<file path="src/hw/rtl/sidtoa_pkg.sv">
// sidtoa_pkg: shared types and constants for the signed integer to decimal text unit
// holds the bcd digit type, character codes and sequencer states; no dependencies
package sidtoa_pkg;

   typedef logic [3:0] digit_type;
   typedef logic [7:0] char_type;

   localparam int unsigned FRACTION_MAX = 10;
   localparam int unsigned FD_WIDTH     = 4;

   localparam char_type CHAR_ZERO  = 8'h30;
   localparam char_type CHAR_POINT = 8'h2E;
   localparam char_type CHAR_MINUS = 8'h2D;

   localparam digit_type DABBLE_LIMIT  = 4'd5;
   localparam digit_type DABBLE_OFFSET = 4'd3;

   typedef enum logic [5:0] {
      ST_IDLE  = 6'b000001,
      ST_CONV  = 6'b000010,
      ST_SKIP  = 6'b000100,
      ST_SIGN  = 6'b001000,
      ST_DIGIT = 6'b010000,
      ST_POINT = 6'b100000
   } state_type;

endpackage

</file>
<file path="src/hw/rtl/sidtoa_dabble.sv">
// sidtoa_dabble: one shift-add-3 step of the binary to bcd conversion
// adjusts every bcd digit and shifts in one binary bit; uses sidtoa_pkg
module sidtoa_dabble #(
   parameter int unsigned SLOTS = 11
) (
   input  logic [SLOTS*4-1:0] bcd_i,
   input  logic               bit_i,
   output logic [SLOTS*4-1:0] bcd_o
);

   logic [SLOTS*4-1:0] adjusted;

   genvar g;
   generate
      for (g = 0; g < SLOTS; g++) begin : g_digit
         sidtoa_pkg::digit_type d;
         assign d = bcd_i[g*4 +: 4];
         assign adjusted[g*4 +: 4] = (d >= sidtoa_pkg::DABBLE_LIMIT) ?
                                     d + sidtoa_pkg::DABBLE_OFFSET : d;
      end
   endgenerate

   assign bcd_o = {adjusted[SLOTS*4-2:0], bit_i};

endmodule

</file>
<file path="src/hw/rtl/signed_int_to_decimal_ascii_unit.sv">
// signed_int_to_decimal_ascii_unit: formats a signed integer as decimal ascii text
// top level: sequencer, bcd register and character output; uses sidtoa_pkg, sidtoa_dabble
//
// A word is taken when start is high and busy is low. The magnitude goes through a
// bit-serial double-dabble loop over all VALUE_WIDTH bits. The bcd digit slots (eleven
// up to 36 bits) are then walked one per cycle, save while a sign or a point is sent,
// with leading zero slots dropped (at least one digit is kept before the point) and the
// rest sent as characters. Each character is on rsp_character with rsp_strobe high for
// one cycle, and rsp_last is high on the final one: optional '-', the digits, and '.'
// before the last fraction_digits digits. Results cannot be held off, so the receiver
// must take every strobe. Busy falls in the same cycle as the final strobe, and a new
// word can be taken at the end of that cycle, once the previous word has been sent out.
// csr_wdata sets fraction_digits, values above 10 act as 10;
// write it only while busy is low.
module signed_int_to_decimal_ascii_unit #(
   parameter int unsigned VALUE_WIDTH = 32
) (
   input  logic                          clock,
   input  logic                          reset,
   input  logic                          start,
   output logic                          busy,
   input  logic signed [VALUE_WIDTH-1:0] req_value,
   output logic                          rsp_strobe,
   output logic [7:0]                    rsp_character,
   output logic                          rsp_last,
   input  logic                          csr_we,
   input  logic [3:0]                    csr_wdata
);

   localparam int unsigned DIGITS = (VALUE_WIDTH * 30103) / 100000 + 1;
   localparam int unsigned SLOTS  = (DIGITS > sidtoa_pkg::FRACTION_MAX + 1) ?
                                    DIGITS : sidtoa_pkg::FRACTION_MAX + 1;
   localparam int unsigned IDXW   = $clog2(SLOTS);
   localparam int unsigned CNTW   = $clog2(VALUE_WIDTH);
   localparam int unsigned CMPW   = (IDXW > sidtoa_pkg::FD_WIDTH) ? IDXW : sidtoa_pkg::FD_WIDTH;

   sidtoa_pkg::state_type  state_ff, state_in;
   logic [VALUE_WIDTH-1:0] mag_ff, mag_in;
   logic [SLOTS*4-1:0]     bcd_ff, bcd_in;
   logic [CNTW-1:0]        cnt_ff, cnt_in;
   logic [IDXW-1:0]        idx_ff, idx_in;
   logic                   neg_ff, neg_in;
   logic [3:0]             fd_ff;
   logic                   rsp_strobe_ff, rsp_strobe_in;
   sidtoa_pkg::char_type   rsp_character_ff, rsp_character_in;
   logic                   rsp_last_ff, rsp_last_in;

   logic [VALUE_WIDTH-1:0] raw;
   logic [VALUE_WIDTH-1:0] mag_abs;
   logic [SLOTS*4-1:0]     bcd_step;
   logic [SLOTS*4-1:0]     bcd_shift;
   sidtoa_pkg::digit_type  top_digit;
   logic [3:0]             fd_sat;
   logic [CMPW-1:0]        idx_ext;
   logic [CMPW-1:0]        fd_ext;

   sidtoa_dabble #(
      .SLOTS (SLOTS)
   ) u_dabble (
      .bcd_i (bcd_ff),
      .bit_i (mag_ff[VALUE_WIDTH-1]),
      .bcd_o (bcd_step)
   );

   assign raw       = req_value;
   assign mag_abs   = raw[VALUE_WIDTH-1] ? (~raw + {{(VALUE_WIDTH-1){1'b0}}, 1'b1}) : raw;
   assign top_digit = bcd_ff[SLOTS*4-1 -: 4];
   assign bcd_shift = {bcd_ff[SLOTS*4-5:0], 4'b0000};
   assign fd_sat    = (fd_ff > 4'(sidtoa_pkg::FRACTION_MAX)) ?
                      4'(sidtoa_pkg::FRACTION_MAX) : fd_ff;
   assign idx_ext   = CMPW'(idx_ff);
   assign fd_ext    = CMPW'(fd_sat);

   always_comb begin
      state_in         = state_ff;
      mag_in           = mag_ff;
      bcd_in           = bcd_ff;
      cnt_in           = cnt_ff;
      idx_in           = idx_ff;
      neg_in           = neg_ff;
      rsp_strobe_in    = 1'b0;
      rsp_character_in = rsp_character_ff;
      rsp_last_in      = 1'b0;
      unique case (state_ff)
         sidtoa_pkg::ST_IDLE: begin
            if (start) begin
               mag_in   = mag_abs;
               neg_in   = raw[VALUE_WIDTH-1];
               bcd_in   = '0;
               cnt_in   = CNTW'(VALUE_WIDTH - 1);
               state_in = sidtoa_pkg::ST_CONV;
            end
         end
         sidtoa_pkg::ST_CONV: begin
            bcd_in = bcd_step;
            mag_in = {mag_ff[VALUE_WIDTH-2:0], 1'b0};
            cnt_in = cnt_ff - 1'b1;
            if (cnt_ff == '0) begin
               idx_in   = IDXW'(SLOTS - 1);
               state_in = sidtoa_pkg::ST_SKIP;
            end
         end
         sidtoa_pkg::ST_SKIP: begin
            if (top_digit == '0 && idx_ext > fd_ext && idx_ff != '0) begin
               bcd_in = bcd_shift;
               idx_in = idx_ff - 1'b1;
            end else begin
               state_in = neg_ff ? sidtoa_pkg::ST_SIGN : sidtoa_pkg::ST_DIGIT;
            end
         end
         sidtoa_pkg::ST_SIGN: begin
            rsp_strobe_in    = 1'b1;
            rsp_character_in = sidtoa_pkg::CHAR_MINUS;
            state_in         = sidtoa_pkg::ST_DIGIT;
         end
         sidtoa_pkg::ST_DIGIT: begin
            rsp_strobe_in    = 1'b1;
            rsp_character_in = sidtoa_pkg::CHAR_ZERO + {4'b0000, top_digit};
            rsp_last_in      = (idx_ff == '0);
            bcd_in           = bcd_shift;
            idx_in           = idx_ff - 1'b1;
            priority if (fd_sat != '0 && idx_ext == fd_ext) begin
               state_in = sidtoa_pkg::ST_POINT;
            end else if (idx_ff == '0) begin
               state_in = sidtoa_pkg::ST_IDLE;
            end
         end
         sidtoa_pkg::ST_POINT: begin
            rsp_strobe_in    = 1'b1;
            rsp_character_in = sidtoa_pkg::CHAR_POINT;
            state_in         = sidtoa_pkg::ST_DIGIT;
         end
         default: begin
            state_in = sidtoa_pkg::ST_IDLE;
         end
      endcase
   end

   always_ff @(posedge clock) begin
      if (reset) begin
         state_ff      <= sidtoa_pkg::ST_IDLE;
         fd_ff         <= '0;
         rsp_strobe_ff <= 1'b0;
         rsp_last_ff   <= 1'b0;
      end else begin
         state_ff      <= state_in;
         rsp_strobe_ff <= rsp_strobe_in;
         rsp_last_ff   <= rsp_last_in;
         if (csr_we) begin
            fd_ff <= csr_wdata;
         end
      end
   end

   // payload
   always_ff @(posedge clock) begin
      mag_ff           <= mag_in;
      bcd_ff           <= bcd_in;
      cnt_ff           <= cnt_in;
      idx_ff           <= idx_in;
      neg_ff           <= neg_in;
      rsp_character_ff <= rsp_character_in;
   end

   assign busy          = (state_ff != sidtoa_pkg::ST_IDLE);
   assign rsp_strobe    = rsp_strobe_ff;
   assign rsp_character = rsp_character_ff;
   assign rsp_last      = rsp_last_ff;

endmodule

</file>
<file path="config.mk">
export PLATFORM = sky130hd
export DESIGN_NAME = signed_int_to_decimal_ascii_unit
export DESIGN_NICKNAME = d
export VERILOG_FILES = /design/src/hw/rtl/sidtoa_pkg.sv /design/src/hw/rtl/sidtoa_dabble.sv /design/src/hw/rtl/signed_int_to_decimal_ascii_unit.sv
export SDC_FILE = /design/constraint.sdc
export NUM_CORES = 1
export LEC_CHECK = 0
export BUFFER_PORTS_ARGS = -buffer_cell sky130_fd_sc_hd__buf_2
export CORE_ASPECT_RATIO = 0.7
export CORE_MARGIN = 4
export CORE_UTILIZATION = 39
export CTS_CLUSTER_SIZE = 28
export DETAILED_ROUTE_END_ITERATION = 8
export PLACE_DENSITY = 0.6
export REMOVE_ABC_BUFFERS = 1
export SLEW_MARGIN = 15
export SYNTH_ARGS = -nofsm -noshare
export SYNTH_HDL_FRONTEND = slang
export SYNTH_SLANG_ARGS = --single-unit
</file>
<file path="constraint.sdc">
create_clock -name clock -period 10.2 [get_ports clock]
set_input_delay 2.04 -clock clock [delete_from_list [all_inputs] [get_ports clock]]
set_output_delay 2.04 -clock clock [all_outputs]
set_load 0.005 [all_outputs]
</file>
==> report_table.html, run 1 <==
<table>
<tr><th>Metric</th><th>Value</th></tr>
<tr><th colspan="2">CTS</th></tr>
<tr><td>Post-CTS Repair Setup Buffers</td><td>0</td></tr>
<tr><td>Clock tree sinks</td><td>103</td></tr>
<tr><td>Root cell of the clock tree</td><td>sky130_fd_sc_hd__clkbuf_16</td></tr>
<tr><td>Inserted Clock Buffers</td><td>9</td></tr>
<tr><td>Maximum level of the CTS H-tree</td><td>3</td></tr>
<tr><td>Number of hold buffers added after CTS</td><td>0</td></tr>
<tr><td>Insertion delay of the later-clocked pin in the worst-skew pair</td><td>~340 ps</td></tr>
<tr><td>CTS tree</td><td>built</td></tr>
<tr><td>Clk pin slew, worst setup/hold paths</td><td>70 ps</td></tr>
<tr><td>Resized cells post-CTS</td><td>0</td></tr>
<tr><td>CTS max path bufs</td><td>2</td></tr>
<tr><th colspan="2">Placement</th></tr>
<tr><td>Instance count after placement with tap cells included</td><td>878</td></tr>
<tr><td>Placer's final routability congestion estimate</td><td>0.827</td></tr>
<tr><td>Post-Place Setup Slack</td><td>about 6000 ps</td></tr>
<tr><td>Final HPWL DP</td><td>9140 um</td></tr>
<tr><td>PortBufs</td><td>47</td></tr>
<tr><th colspan="2">Power and ir drop</th></tr>
<tr><td>Combinational share of power</td><td>0.290</td></tr>
<tr><td>Proportion of power drawn by the clock network</td><td>0.233</td></tr>
<tr><td>Static leakage power</td><td>2.51 nW</td></tr>
<tr><td>Switching part of the total power</td><td>0.342</td></tr>
<tr><td>Total power per unit cell area</td><td>between 200 and 250 mW/mm^2</td></tr>
<tr><td>Net switching power of the design</td><td>0.505 mW</td></tr>
<tr><td>Largest voltage drop on the vdd net</td><td>0.0903 mV</td></tr>
<tr><td>Share of power burned in registers</td><td>0.477</td></tr>
<tr><td>Internal power</td><td>0.972 mW</td></tr>
<tr><th colspan="2">Synthesis</th></tr>
<tr><td>Synth Area in XOR/XNOR</td><td>0.0640</td></tr>
<tr><td>Share of the synthesized area in the top cell type</td><td>0.434</td></tr>
<tr><td>Adder-cell area share of the yosys netlist</td><td>0.0596</td></tr>
<tr><td>Compound-Gate Fraction of Synth Area</td><td>0.169</td></tr>
<tr><td>Library cell occupying the most area in the post-synthesis netlist</td><td>sky130_fd_sc_hd__edfxtp_1</td></tr>
<tr><td>Post-synth cell types</td><td>55</td></tr>
<tr><td>Flip-flop cell with the highest count after synthesis</td><td>sky130_fd_sc_hd__edfxtp_1</td></tr>
<tr><td>Fraction of registers with async set or reset after synthesis</td><td>0</td></tr>
<tr><td>Synth Register Bits</td><td>103</td></tr>
<tr><td>Synthesized-area fraction occupied by and/or/nand/nor cells</td><td>0.184</td></tr>
<tr><td>Synthesized cell area</td><td>about 0.0063 sq mm</td></tr>
<tr><td>Mean post-synth cell area</td><td>9.62 sq um</td></tr>
<tr><td>Warnings, synthesis</td><td>0</td></tr>
<tr><td>Number of flops mapped to enable cells by yosys</td><td>between 90 and 100</td></tr>
<tr><td>Count leader, synth</td><td>sky130_fd_sc_hd__edfxtp_1</td></tr>
<tr><td>Largest family of logic cells by synthesized area</td><td>simple AND/OR/NAND/NOR gates</td></tr>
<tr><td>Multiplexer fraction of the synthesized cell area</td><td>0.00795</td></tr>
<tr><td>Post-synthesis sequential area ratio</td><td>0.472</td></tr>
<tr><td>Gate count of the mapped netlist</td><td>~660</td></tr>
<tr><td>Dominant cells by area after synthesis</td><td>sky130_fd_sc_hd__edfxtp_1 (43%), sky130_fd_sc_hd__ha_1 (6.0%), sky130_fd_sc_hd__o21ai_0 (5.1%), sky130_fd_sc_hd__a21oi_1 (5.0%), sky130_fd_sc_hd__nand2_1 (4.8%)</td></tr>
<tr><td>Top cells by count, synth</td><td>sky130_fd_sc_hd__edfxtp_1 (91), sky130_fd_sc_hd__nand2_1 (80), sky130_fd_sc_hd__o21ai_0 (64)</td></tr>
<tr><th colspan="2">Critical path</th></tr>
<tr><td>Cell family with the largest share of critical-path delay</td><td>simple AND/OR/NAND/NOR gates</td></tr>
<tr><td>Critical path's slowest cell</td><td>sky130_fd_sc_hd__nor4b_1</td></tr>
<tr><td>Arrival @ worst endpoint</td><td>3920 ps</td></tr>
<tr><td>Critical path class</td><td>primary input to register</td></tr>
<tr><td>First element of the critical path</td><td>req_value[0]</td></tr>
<tr><td>WP buf/inv</td><td>2</td></tr>
<tr><td>Delay contributed by the slowest stage of the critical path</td><td>between 400 and 500 ps</td></tr>
<tr><td>Destination of the worst register-to-register timing path</td><td>idx_ext[3]</td></tr>
<tr><td>Origin of the critical flop-to-flop path</td><td>state_ff[0]</td></tr>
<tr><td>Critical Path Fanout Max</td><td>5</td></tr>
<tr><td>Critical Path Sink Type</td><td>register</td></tr>
<tr><td>Cell chain of the critical path</td><td>buf_2 -&gt; inv_1 -&gt; ha_1 -&gt; nor4b_1 -&gt; nand3b_1 -&gt; o41ai_2 -&gt; xor2_1 -&gt; a21oi_1</td></tr>
<tr><td>Setup slack on the worst flop-to-flop path</td><td>between 7000 and 8000 ps</td></tr>
<tr><td>Critical Path Start Type</td><td>primary input</td></tr>
<tr><td>Critical Path RT</td><td>approximately 10,000 ps</td></tr>
<tr><td>Length in cells of the worst reg-to-reg path</td><td>6</td></tr>
<tr><th colspan="2">Global route</th></tr>
<tr><td>Maximum number of pins on one net before global-route repair</td><td>between 40 and 50</td></tr>
<tr><td>Global-route wire length before repair</td><td>22,200 um</td></tr>
<tr><td>Initial antenna violation count</td><td>0</td></tr>
<tr><td>Total routing resource utilization after global routing</td><td>0.145</td></tr>
<tr><td>Number of global-route vias before repair</td><td>between 4k and 5k</td></tr>
<tr><td>GRT overflow</td><td>0</td></tr>
<tr><th colspan="2">Final layout</th></tr>
<tr><td>Number of nets in the layout</td><td>759</td></tr>
<tr><td>Final design utilization</td><td>0.447</td></tr>
<tr><td>Area added between synthesis and finish</td><td>10.9%</td></tr>
<tr><td>Number of diodes</td><td>0</td></tr>
<tr><td>Layout cell share with drive strength beyond 1</td><td>0.120</td></tr>
<tr><td>Final non-filler cell total</td><td>894</td></tr>
<tr><td>Fillers</td><td>around 1.5k</td></tr>
<tr><th colspan="2">Floorplan</th></tr>
<tr><td>Area inside the core boundary</td><td>0.0156 sq mm</td></tr>
<tr><td>Io pins</td><td>between 50 and 60</td></tr>
<tr><td>Height of the die</td><td>between 100 and 150 um</td></tr>
<tr><td>Initial cell density of the core</td><td>0.403</td></tr>
<tr><td>Die width</td><td>160 um</td></tr>
<tr><td>Number of cell rows</td><td>38</td></tr>
<tr><td>Die area</td><td>0.0183 sq mm</td></tr>
<tr><th colspan="2">STA</th></tr>
<tr><td>Max Clock Freq</td><td>260 MHz</td></tr>
<tr><td>Slew HR</td><td>0.411</td></tr>
<tr><td>Slew at the pin closest to its max-slew limit</td><td>884 ps</td></tr>
<tr><td>Final sum of negative setup slack</td><td>0 ps</td></tr>
<tr><td>Final hold violations</td><td>0</td></tr>
<tr><td>Final-report setup violation count</td><td>0</td></tr>
<tr><td>Final count of pins violating max slew</td><td>0</td></tr>
<tr><td>Final worst clock skew</td><td>6.27 ps</td></tr>
<tr><td>Minimum setup slack in the final design</td><td>6360 ps</td></tr>
<tr><td>RSZ-0062 raised after global routing</td><td>false</td></tr>
<tr><td>Final Cycle Share</td><td>0.377</td></tr>
<tr><td>Final min period</td><td>3840 ps</td></tr>
<tr><th colspan="2">Drt</th></tr>
<tr><td>WL per Instance</td><td>about 15 um</td></tr>
<tr><td>Drc violations</td><td>0</td></tr>
<tr><td>Remaining number of nets flagged by the antenna check after routing</td><td>0</td></tr>
<tr><td>Total vias in the final route</td><td>4,764</td></tr>
<tr><td>Number of iterations in the first detailed-routing pass</td><td>5</td></tr>
<tr><td>Avg Vias per Cell</td><td>between 5 and 6</td></tr>
<tr><td>Detailed-route wire length</td><td>13,000 um</td></tr>
<tr><td>Drt initial violations</td><td>399</td></tr>
<tr><th colspan="2">Min path</th></tr>
<tr><td>Class of the most critical hold timing path</td><td>register to register</td></tr>
<tr><td>Hold Path Origin</td><td>mag_ff[3]</td></tr>
<tr><td>Number of cells on the worst hold path</td><td>2</td></tr>
<tr><td>Worst Hold Path EP</td><td>mag_ff[4]</td></tr>
<tr><th colspan="2">Job</th></tr>
<tr><td>Max-cap violation count</td><td>0</td></tr>
<tr><th colspan="2">Run status</th></tr>
<tr><td>Run status</td><td>complete, no violations</td></tr>
</table>
==> state kept, by name (all words and copies together), names as in the netlist <==
name	flops
rsp_strobe	1
state_ff	6
idx_ext	4
cnt_ff	5
fd_ff	4
neg_ff	1
mag_ff	32
bcd_ff	44
rsp_last	1
rsp_character	5
==> worst max path at each step <==
stage,endpoint,cells past startpoint
after floorplan,bcd_ff[0],2
after global placement,mag_ff[30],8
after detailed placement,mag_ff[22],8
after CTS,mag_ff[22],8
after global routing,mag_ff[22],8
final,mag_ff[22],8
==> cells in the final DEF, fill, tap and decap left out, drive strengths merged, types with 3 or more instances in the layout <==
cell type and count:
clkinv 3, edfxtp 91, xnor2 18, clkbuf 12, and2 3, or2 5, dfxtp 12, nand3 3
nor2 55, a21oi 63, o41ai 11, nor3 9, inv 33, nand3b 3, conb 3, o21ai 71
nand4 5, buf 53, nand2b 16, mux2i 5, nor2b 6, or3 5, nor3b 15, xor2 28
o31ai 16, ha 30, nand2 80, nor4b 6, nor4 10
==> stage by stage <==
stage | hold WS, ps | power, mW | area [sq um]
after CTS | 523 | 1.49 | 6990
after global routing | 550 | 1.59 | 6990
final | 524 | 1.48 | 6990
after detailed placement | 507 | 1.14 | 6690
after floorplan | 475 | 1.02 | 6160
after global placement | 502 | 1.12 | 6690
==> kinds of logic after synthesis <==
group           Yosys count
compound gates          177
xor+xnor                 46
fa+ha+maj                30
buf+inv                  64
flops                   103
mux                       5
other cells               2
simple gates            228
==> worst reg2reg max path, delay by kind of cell (launching register included) <==
kind            cells  cell delay, ps
compound gates      1             170
buf+inv             1             420
flops               1             350
simple gates        4            1540
==> layer usage <==
metal	vias up	track usage	wire [um]
li1	2425	-	-
met1	2240	0.209	6670
met2	93	0.227	5610
met3	6	0.0338	635
met4	0	0.0281	87
met5	-	0	0
==> final cells by class <==
class | instances | area, sq um | area share
clock buffers | 12 | 246 | 0.0353
repair buffers | 53 | 280 | 0.0401
multi-input cells | 489 | 3070 | 0.439
well taps | 200 | 250 | 0.0358
clock inverters | 4 | 45.0 | 0.00645
flip-flops and latches | 103 | 2970 | 0.426
inverters | 33 | 124 | 0.0177
==> power groups by stage <==
stage,combinational (mW),clock [mW],sequential (mW)
after CTS,0.434,0.355,0.704
after detailed placement,0.432,0,0.712
after global routing,0.496,0.374,0.720
final,0.428,0.345,0.704
after floorplan,0.329,0,0.688
after global placement,0.410,0,0.706
No activity file was read; power rests on OpenSTA's default activity.
==> run 2, diff against run 1 <==
==> constraint.sdc (replaced) <==
create_clock -name clock -period 3.6 [get_ports clock]
set_input_delay 0.72 -clock clock [delete_from_list [all_inputs] [get_ports clock]]
set_output_delay 0.72 -clock clock [all_outputs]
set_load 0.005 [all_outputs]
==> report_table.html, run 2 (same netlist as run 1, synthesis figures left out) <==
<table>
<tr><th>Metric</th><th>Value</th></tr>
<tr><th colspan="2">CTS</th></tr>
<tr><td>Maximum level of the CTS H-tree</td><td>3 (unchanged)</td></tr>
<tr><td>Resized cells post-CTS</td><td>0 (unchanged)</td></tr>
<tr><td>Number of hold buffers added after CTS</td><td>0 (unchanged)</td></tr>
<tr><td>Root cell of the clock tree</td><td>sky130_fd_sc_hd__clkbuf_16</td></tr>
<tr><td>Clock tree sinks</td><td>103 (unchanged)</td></tr>
<tr><td>CTS tree</td><td>built</td></tr>
<tr><td>Post-CTS Repair Setup Buffers</td><td>0 (unchanged)</td></tr>
<tr><td>CTS max path bufs</td><td>2 (unchanged)</td></tr>
<tr><td>Clk pin slew, worst setup/hold paths</td><td>70 ps (about the same)</td></tr>
<tr><td>Inserted Clock Buffers</td><td>9 (unchanged)</td></tr>
<tr><td>Insertion delay of the later-clocked pin in the worst-skew pair</td><td>350 ps (about the same)</td></tr>
<tr><th colspan="2">Placement</th></tr>
<tr><td>Placer's final routability congestion estimate</td><td>0.837 (+1.2%)</td></tr>
<tr><td>Cell area reported after detailed placement</td><td>0.00669 sq mm (unchanged)</td></tr>
<tr><td>Final HPWL DP</td><td>9010 um (-1.4%)</td></tr>
<tr><td>PortBufs</td><td>47 (unchanged)</td></tr>
<tr><td>Post-Place Setup Slack</td><td>806 ps (-5210 ps)</td></tr>
<tr><td>Instance count after placement with tap cells included</td><td>878 (unchanged)</td></tr>
<tr><th colspan="2">Final layout</th></tr>
<tr><td>Area added between synthesis and finish</td><td>10.7%</td></tr>
<tr><td>Number of diodes</td><td>0 (unchanged)</td></tr>
<tr><td>Flip-flop count of the largest register after layout</td><td>44 (unchanged)</td></tr>
<tr><td>Number of nets in the layout</td><td>759 (unchanged)</td></tr>
<tr><td>Registers with the most flip-flops</td><td>bcd_ff: 44 flops, mag_ff: 32 flops, state_ff: 6 flops</td></tr>
<tr><td>Final non-filler cell total</td><td>894 (unchanged)</td></tr>
<tr><td>Fillers</td><td>1,499 (+0.067%)</td></tr>
<tr><td>Final design utilization</td><td>0.446 (-0.000880)</td></tr>
<tr><td>Most common cell after layout, fill and taps aside</td><td>sky130_fd_sc_hd__edfxtp_1</td></tr>
<tr><td>Final instance area</td><td>0.00697 sq mm (-0.20%)</td></tr>
<tr><td>Most frequent cells in the layout</td><td>sky130_fd_sc_hd__edfxtp_1 (91), sky130_fd_sc_hd__nand2_1 (80), sky130_fd_sc_hd__o21ai_0 (64), sky130_fd_sc_hd__a21oi_1 (63), sky130_fd_sc_hd__nor2_1 (55)</td></tr>
<tr><td>Register containing the most flip-flops in the final layout</td><td>bcd_ff</td></tr>
<tr><td>Layout cell share with drive strength beyond 1</td><td>0.120 (unchanged)</td></tr>
<tr><th colspan="2">Global route</th></tr>
<tr><td>Number of global-route vias before repair</td><td>4,727 (+3.1%)</td></tr>
<tr><td>Initial antenna violation count</td><td>0 (unchanged)</td></tr>
<tr><td>Maximum number of pins on one net before global-route repair</td><td>50 (+8.7%)</td></tr>
<tr><td>Global-route wire length before repair</td><td>22,300 um (+0.19%)</td></tr>
<tr><td>Total routing resource utilization after global routing</td><td>0.146 (+0.00105)</td></tr>
<tr><td>GRT overflow</td><td>0 (unchanged)</td></tr>
<tr><th colspan="2">Floorplan</th></tr>
<tr><td>Height of the die</td><td>114 um (unchanged)</td></tr>
<tr><td>Area inside the core boundary</td><td>0.0156 sq mm (unchanged)</td></tr>
<tr><td>Initial cell density of the core</td><td>0.403 (unchanged)</td></tr>
<tr><td>Io pins</td><td>51 (unchanged)</td></tr>
<tr><td>Number of cell rows</td><td>38 (unchanged)</td></tr>
<tr><td>Die area</td><td>0.0183 sq mm (unchanged)</td></tr>
<tr><td>Die width</td><td>160 um (unchanged)</td></tr>
<tr><th colspan="2">Power and ir drop</th></tr>
<tr><td>Total power per unit cell area</td><td>594 mW/mm^2 (+180%)</td></tr>
<tr><td>Largest voltage drop on the vdd net</td><td>0.235 mV (+160%)</td></tr>
<tr><td>Static leakage power</td><td>2.49 nW (-0.83%)</td></tr>
<tr><td>Power, Total</td><td>4.14 mW (+180%)</td></tr>
<tr><th colspan="2">Drt</th></tr>
<tr><td>Number of iterations in the first detailed-routing pass</td><td>5 (unchanged)</td></tr>
<tr><td>Detailed-route wire length</td><td>12,900 um (-0.92%)</td></tr>
<tr><td>Drc violations</td><td>0 (unchanged)</td></tr>
<tr><td>Avg Vias per Cell</td><td>5.29 (-0.73%)</td></tr>
<tr><td>Remaining number of nets flagged by the antenna check after routing</td><td>0 (unchanged)</td></tr>
<tr><td>WL per Instance</td><td>14.4 um (-0.92%)</td></tr>
<tr><td>Total vias in the final route</td><td>4,729 (-0.73%)</td></tr>
<tr><td>Drt initial violations</td><td>351 (-12%)</td></tr>
<tr><th colspan="2">STA</th></tr>
<tr><td>Final Cycle Share</td><td>0.728</td></tr>
<tr><td>Final hold violations</td><td>0 (unchanged)</td></tr>
<tr><td>Final count of pins violating max slew</td><td>0 (unchanged)</td></tr>
<tr><td>Final min period</td><td>2620 ps</td></tr>
<tr><td>Slew at the pin closest to its max-slew limit</td><td>857 ps (-26.9 ps)</td></tr>
<tr><td>Min Hold Slack</td><td>518 ps (-6.10 ps)</td></tr>
<tr><td>Max Clock Freq</td><td>382 MHz</td></tr>
<tr><td>Slew HR</td><td>0.429 (+0.0179)</td></tr>
<tr><td>Minimum setup slack in the final design</td><td>981 ps (-5380 ps)</td></tr>
<tr><td>Final-report setup violation count</td><td>0 (unchanged)</td></tr>
<tr><td>Final sum of negative setup slack</td><td>0 ps (unchanged)</td></tr>
<tr><td>RSZ-0062 raised after global routing</td><td>false</td></tr>
<tr><td>Final worst clock skew</td><td>10.3 ps (+4.02 ps)</td></tr>
<tr><th colspan="2">Critical path</th></tr>
<tr><td>Critical Path Start Type</td><td>register</td></tr>
<tr><td>Critical Path RT</td><td>3610 ps (-6660 ps)</td></tr>
<tr><td>Critical path class</td><td>register to register</td></tr>
<tr><td>Critical Path Sink Type</td><td>register</td></tr>
<tr><td>Arrival @ worst endpoint</td><td>2630 ps (-1290 ps)</td></tr>
<tr><td>Critical Path Fanout Max</td><td>43 (+38)</td></tr>
<tr><th colspan="2">Min path</th></tr>
<tr><td>Class of the most critical hold timing path</td><td>register to register</td></tr>
<tr><th colspan="2">Run status</th></tr>
<tr><td>Run status</td><td>complete, no violations</td></tr>
<tr><th colspan="2">Job</th></tr>
<tr><td>Max-cap violation count</td><td>0 (unchanged)</td></tr>
</table>
[run 2: path summary, 6_finish.rpt]
check / start / to / slack, ps / cells past startpoint
max: state_ff[0] / idx_ext[3] / 980 / 6
min: mag_ff[31] / bcd_ff[0] / 520 / 1
max reg2reg: state_ff[0] / idx_ext[3] / 980 / 6
min reg2reg: mag_ff[31] / bcd_ff[0] / 520 / 1
[run 2: metal layers]
layer / routed length (um) / global-route usage / vias up
met5: 0 / 0 / -
met4: 123 / 0.0355 / 0
met3: 653 / 0.0349 / 13
met2: 5360 / 0.226 / 101
met1: 6740 / 0.209 / 2198
li1: - / - / 2417
[run 2: worst max-delay path: stages (launching register included)]
cell,delay (ps)
sky130_fd_sc_hd__dfxtp_1,340
sky130_fd_sc_hd__or2_1,290
sky130_fd_sc_hd__or4_1,620
sky130_fd_sc_hd__nand2_1,150
sky130_fd_sc_hd__buf_4,400
sky130_fd_sc_hd__o21ai_0,160
sky130_fd_sc_hd__nor2_1,320
[run 2: where the power goes]
part	internal (mW)	leakage [nW]	switching, mW
clock network	0.492	0.125	0.440
logic	0.471	1.40	0.739
registers	1.73	0.969	0.271
[run 2: final cells by class]
class / instances / area (sq um) / area share
Clock buffer: 12 / 246 / 0.0354
Multi-Input combinational cell: 489 / 3070 / 0.440
Tap cell: 200 / 250 / 0.0359
Clock inverter: 4 / 31.3 / 0.00449
Timing Repair Buffer: 53 / 280 / 0.0402
Inverter: 33 / 124 / 0.0178
Sequential cell: 103 / 2970 / 0.426
